**config.mk**
```make
export PLATFORM = sky130hd
export DESIGN_NAME = dng_div
export DESIGN_NICKNAME = d
export VERILOG_FILES = /design/src/rtl/dng_pkg.sv /design/src/rtl/dng_div.sv
export SDC_FILE = /design/constraint.sdc
export NUM_CORES = 1
export LEC_CHECK = 0
export BUFFER_PORTS_ARGS = -buffer_cell sky130_fd_sc_hd__buf_4
export CORE_ASPECT_RATIO = 1.1
export CORE_MARGIN = 3
export CORE_UTILIZATION = 29
export CTS_BUF_LIST = sky130_fd_sc_hd__clkbuf_2 sky130_fd_sc_hd__clkbuf_4 sky130_fd_sc_hd__clkbuf_8
export CTS_CLUSTER_DIAMETER = 60
export DETAILED_ROUTE_END_ITERATION = 10
export PLACE_DENSITY = 0.53
export SLEW_MARGIN = 30
export SYNTH_ARGS = -nofsm -noshare
export SYNTH_HDL_FRONTEND = slang
export SYNTH_SLANG_ARGS = --single-unit
```
**constraint.sdc**
```tcl
create_clock -name clk -period 3.5 [get_ports clk]
set_input_delay 0.35 -clock clk [delete_from_list [all_inputs] [get_ports clk]]
set_output_delay 0.35 -clock clk [all_outputs]
set_load 0.01 [all_outputs]
```
**src/rtl/dng_pkg.sv**
```systemverilog
// dng_pkg: shared types, status codes and config indexes for the
// depth-normalized gradient core. No dependencies.
`default_nettype none
package dng_pkg;

	localparam int DEPTH_W = 16;
	localparam int DEN_W   = 17;
	localparam int QMAG_W  = 32;
	localparam int CMP_W   = 14;
	localparam int LW_W    = 12;

	localparam logic [1:0] STAT_OK     = 2'd0;
	localparam logic [1:0] STAT_BORDER = 2'd1;
	localparam logic [1:0] STAT_ZERO   = 2'd2;

	localparam logic CFG_WEIGHT     = 1'b0;
	localparam logic CFG_LINE_WIDTH = 1'b1;

	typedef struct packed {
		logic [DEPTH_W-1:0] depth;
		logic               frame_start;
	} in_word_t;

	typedef struct packed {
		logic signed [31:0] grad_x;
		logic [1:0]         x_status;
		logic signed [31:0] grad_y;
		logic [1:0]         y_status;
	} out_word_t;

	typedef struct packed {
		logic start;
		logic done;
	} div_ctl_t;

	// sign-apply and saturate a quotient magnitude to signed Q15.16
	function automatic logic [31:0] sat_q16(input logic [QMAG_W-1:0] mag, input logic neg);
		logic [31:0] r;
		if (neg) begin
			if (mag[31] && (|mag[30:0])) r = 32'h8000_0000;
			else r = 32'd0 - mag;
		end else begin
			if (mag[31]) r = 32'h7fff_ffff;
			else r = mag;
		end
		return r;
	endfunction

endpackage
`default_nettype wire

```
**src/rtl/dng_div.sv**
```systemverilog
// dng_div: restoring unsigned divider, one quotient bit per cycle.
// Depends on dng_pkg.
`default_nettype none
module dng_div (
	input  wire logic                          clk,
	input  wire logic                          arst_n,
	input  wire logic                          start,
	input  wire logic [dng_pkg::QMAG_W-1:0]    num,
	input  wire logic [dng_pkg::DEN_W-1:0]     den,
	output logic                               done,
	output logic      [dng_pkg::QMAG_W-1:0]    quo
);
	import dng_pkg::*;

	logic [QMAG_W-1:0] num_q;
	logic [DEN_W-1:0]  den_q;
	logic [DEN_W-1:0]  rem_q;
	logic [4:0]        cnt_q;
	logic              busy_q;
	logic [DEN_W:0]    rem_sh;
	logic              fits;

	assign rem_sh = {rem_q, num_q[QMAG_W-1]};
	assign fits   = rem_sh >= {1'b0, den_q};

	always_ff @(posedge clk or negedge arst_n) begin
		if (!arst_n) begin
			busy_q <= 1'b0;
			done   <= 1'b0;
			cnt_q  <= '0;
		end else begin
			done <= 1'b0;
			if (start) begin
				busy_q <= 1'b1;
				cnt_q  <= '0;
			end else if (busy_q) begin
				cnt_q <= cnt_q + 5'd1;
				if (cnt_q == 5'd31) begin
					busy_q <= 1'b0;
					done   <= 1'b1;
				end
			end
		end
	end

	always_ff @(posedge clk) begin
		if (start) begin
			num_q <= num;
			den_q <= den;
			rem_q <= '0;
		end else if (busy_q) begin
			num_q <= {num_q[QMAG_W-2:0], 1'b0};
			rem_q <= fits ? DEN_W'(rem_sh - {1'b0, den_q}) : rem_sh[DEN_W-1:0];
			quo   <= {quo[QMAG_W-2:0], fits};
		end
	end

endmodule
`default_nettype wire

```
==> results.txt <==
When the netlist entered floorplanning its net count stood at 418. The layout cell share with drive strength beyond 1 is 0.328. The HPWL reported at the end of detailed placement is 6390 µm. The routed length on met3 is 669 µm. The remaining max-slew budget at the tightest pin came out at 0.422. The final clock period utilization by the worst path came out at 0.841. In this run, synthesis produced a sequential element count of 105. Sorting the synthesized cells by how often they occur yields 81 x sky130_fd_sc_hd__edfxtp_1, 31 x sky130_fd_sc_hd__mux2_2, 23 x sky130_fd_sc_hd__inv_1. The clock transition time at the flip-flop clock pins of the worst setup and hold paths is 110 ps. Port buffering added 84 buffers.

The static leakage is 2.33 nW. The wire length on met2 is 4250 µm. In this run the cell area measured after placement is 0.00555 mm². Entering global routing, the biggest net connects 43 pins. The antenna diode count came out at 0.

The number of global-route vias before repair came out at 3088. The total routing resource utilization after global routing came out at 0.107. The count of pins over their slew limit is 0. Of the synthesized area, sequential elements account for 0.629.

The growth of design area from synthesis to finish is 22.6%. The global-route wire length before repair came out at 15100 µm. The mean number of vias per cell is 4.58. The number of H-tree levels is 3. The endpoint required time on the critical path came out at 3790 ps. The final layout contains routed wiring with a total length of 9040 µm. The post-synth design cell area is 0.00469 mm². Signal routing reaches up to met4. The reported max-cap violation count is 0.

TritonCTS built the clock tree. At the worst endpoint, the arrival time is 3240 ps. The clock net sink count is 105. By startpoint and endpoint, the worst setup path is classified as reg -> reg.

The die span in x is 127 µm. STA classifies the critical path endpoint as a flip-flop. The cell count after synthesis came out at 346. The most used flip-flop cell after synthesis is sky130_fd_sc_hd__edfxtp_1. In this design, the largest share of critical-path delay is due to compound AO/OA/AOI/OAI gates. The async set-reset flop share out of synthesis is 0.0667. The run finished with clean final reports. The number of nets in the final layout is 506. The final period demand of the worst path is 2940 ps. The most common cell in the netlist is sky130_fd_sc_hd__edfxtp_1. Power spread over the standard cell area amounts to 423 mW/mm². Once layout is done, the placed cells without fillers occupy 0.00574 mm². Setup repair after global routing left no endpoint under its margin.

The top achievable clock speed came out at 340 MHz. The via total after detailed routing came out at 2924. Once detail routing completed, the nets flagged for antenna violations numbered 0. Gates resized during post-CTS repair numbered 0. The DRC violation count after routing came out at 0.

The largest total area in the synthesized netlist belongs to sky130_fd_sc_hd__edfxtp_1. The worst vdd rail ir drop came out at 234 µV. The number of optimization iterations in the first detailed-route pass is 4. The number of violations reported at the end of detailed-routing iteration 0 is 132. The number of buffers on the longest clock path is 2.

The row count came out at 48. Setup violations remaining at the end of the flow were counted as 0. The signal on the critical path passes through inv_1 > ha_1 > inv_1 > fa_1 > a21o_1 > a221oi_1 > o21ai_0 > a41oi_1 > o21ai_0 > xor2_1 > mux2i_1 > a211oi_1.

For this run, the slowest stage of the critical path takes 450 ps. The average instance area after synthesis is 13.5 µm². Yosys mapped a number of flops with a built-in enable equal to 81. Of the post-synthesis cell area, the dominant cell type holds 0.519. The routed length per placed instance is 14.1 µm. The path class of the tightest hold or removal check is in -> reg. The slowest stage of the critical path is the sky130_fd_sc_hd__a221oi_1 cell.

The count of boundary I/O pins is 85. At the end of the flow the core is filled with cells to 0.365. The TritonCTS buffer count came out at 9.

The worst setup path is launched from a flip-flop. The core box area is 0.0157 mm². The maximum fanout count along the critical path is 3. The effective utilization at floorplan came out at 0.298. The number of library cell types mapped by synthesis came out at 44. The post-route clock skew came out at 18.0 ps.

The clock insertion delay at the later pin of the skew report came out at 380 ps. The number of antenna violations at the first check in global routing came out at 0. The residual overflow from global routing is 0. The root buffer cell chosen for the clock tree is sky130_fd_sc_hd__clkbuf_8. The congestion estimate from routability-driven global placement came to 0.804. Sorting the synthesized cells by area gives the leading types as sky130_fd_sc_hd__edfxtp_1 52%, sky130_fd_sc_hd__mux2_2 7.4%, sky130_fd_sc_hd__dfxtp_1 7.3%.

After detailed routing, the wire length on met1 is 3960 µm. The final hold violation count is 0. The die height is 139 µm. The actual slew at the worst max-slew pin is 866 ps. The number of warnings reported in the yosys synthesis log is 0. The final setup TNS came out at 0 ps. The floorplan die area came out at 0.0177 mm². The number of buffer and inverter stages on the critical path came out at 2.
==> report_power, final <==
part	internal, mW	total [mW]	switching (mW)
clock	0.278	0.713	0.435
combinational	0.140	0.256	0.116
sequential	1.43	1.46	0.0297
total	1.85	2.43	0.580
==> layer usage <==
| layer | vias to the layer above | global-route usage |
|---|---|---|
| met5 | - | 0 |
| met2 | 70 | 0.169 |
| met1 | 1401 | 0.131 |
| met3 | 12 | 0.0418 |
| met4 | 0 | 0.0463 |
| li1 | 1441 | - |
==> metrics by stage <==
| stage | setup slack, ps | power (mW) | instances | hold slack, ps |
|---|---|---|---|---|
| after floorplan | 928 | 1.63 | 346 | 54.4 |
| after global placement | 710 | 1.75 | 622 | 167 |
| after detailed placement | 540 | 1.75 | 622 | 168 |
| after CTS | 495 | 2.49 | 639 | 87.7 |
| after global routing | 281 | 2.56 | 639 | 91.1 |
| final | 556 | 2.43 | 639 | 137 |
==> final cells by class <==
type	count	area, µm²
tap	200	250
fill	1599	9990
timing repair buffer	90	678
multi-input combinational	205	1600
sequential	105	2950
clock buffer	10	131
clock inverter	6	53.8
inverter	23	86.3
==> sequential cells by signal, summed over array words and instances (netlist names) <==
register,count
num_q,32
quo,32
den_q,17
rem_q,17
cnt_q,5
busy_q,1
done,1
==> worst reg2reg max path: stages, from the launching register on <==
cell and delay [ps]:
sky130_fd_sc_hd__edfxtp_1 390, sky130_fd_sc_hd__inv_1 70, sky130_fd_sc_hd__ha_1 160, sky130_fd_sc_hd__inv_1 50, sky130_fd_sc_hd__fa_1 400, sky130_fd_sc_hd__a21o_1 230, sky130_fd_sc_hd__a221oi_1 450, sky130_fd_sc_hd__o21ai_0 200
sky130_fd_sc_hd__a41oi_1 260, sky130_fd_sc_hd__o21ai_0 140, sky130_fd_sc_hd__xor2_1 150, sky130_fd_sc_hd__mux2i_1 100, sky130_fd_sc_hd__a211oi_1 260
==> layout by cell type (no fill, tap or decap), drive strengths merged, types with 2 or more instances in the layout <==
cell type / count
buf: 89
edfxtp: 81
mux2: 31
inv: 25
nand2: 21
nor2: 21
ha: 19
o21ai: 18
dfxtp: 17
mux2i: 14
xnor2: 10
a21oi: 10
clkbuf: 10
a211oi: 8
xor2: 7
dfrtp: 7
a31oi: 6
a21o: 5
o21a: 4
nor3: 4
and3: 4
nor2b: 3
nand4: 3
clkinv: 3
a221o: 3
o21bai: 2
nand2b: 2
==> worst paths after layout <==
| kind | startpoint | endpoint | slack, ps | cells after the start |
|---|---|---|---|---|
| setup / recovery | num_q[31]$_DFFE_PP_ | rem_q[16]$_SDFFE_PP0P_ | 560 | 12 |
| hold / removal | den[6] | den_q[6]$_DFFE_PP_ | 140 | 1 |
| max in group asynchronous | arst_n | cnt_q[2]$_DFFE_PN0P_ | 3060 | 2 |
| setup reg to reg | num_q[31]$_DFFE_PP_ | rem_q[16]$_SDFFE_PP0P_ | 560 | 12 |
| hold reg to reg | quo[23]$_DFFE_PP_ | quo[24]$_DFFE_PP_ | 460 | 0 |
| min in group asynchronous | arst_n | busy_q$_DFF_PN0_ | 320 | 2 |
==> repair_timing <==
| item | CTS | global route |
|---|---|---|
| hold endpoints to repair | 7 | 0 |
| buffers inserted | 0 | 0 |
| hold buffers | 1 | 0 |
| setup endpoints to repair | 0 | 0 |
==> logic make-up after synthesis <==
kind of cell	share of synthesized area
buffers and inverters	0.0302
DFF	0.629
and+or+nand+nor	0.0614
xor gates and xnor gates	0.0318
AOI/OAI and AO/OA	0.0881
muxes	0.104
adders and majority gates	0.0550
Note: power is estimated with default switching activity, not from simulation.
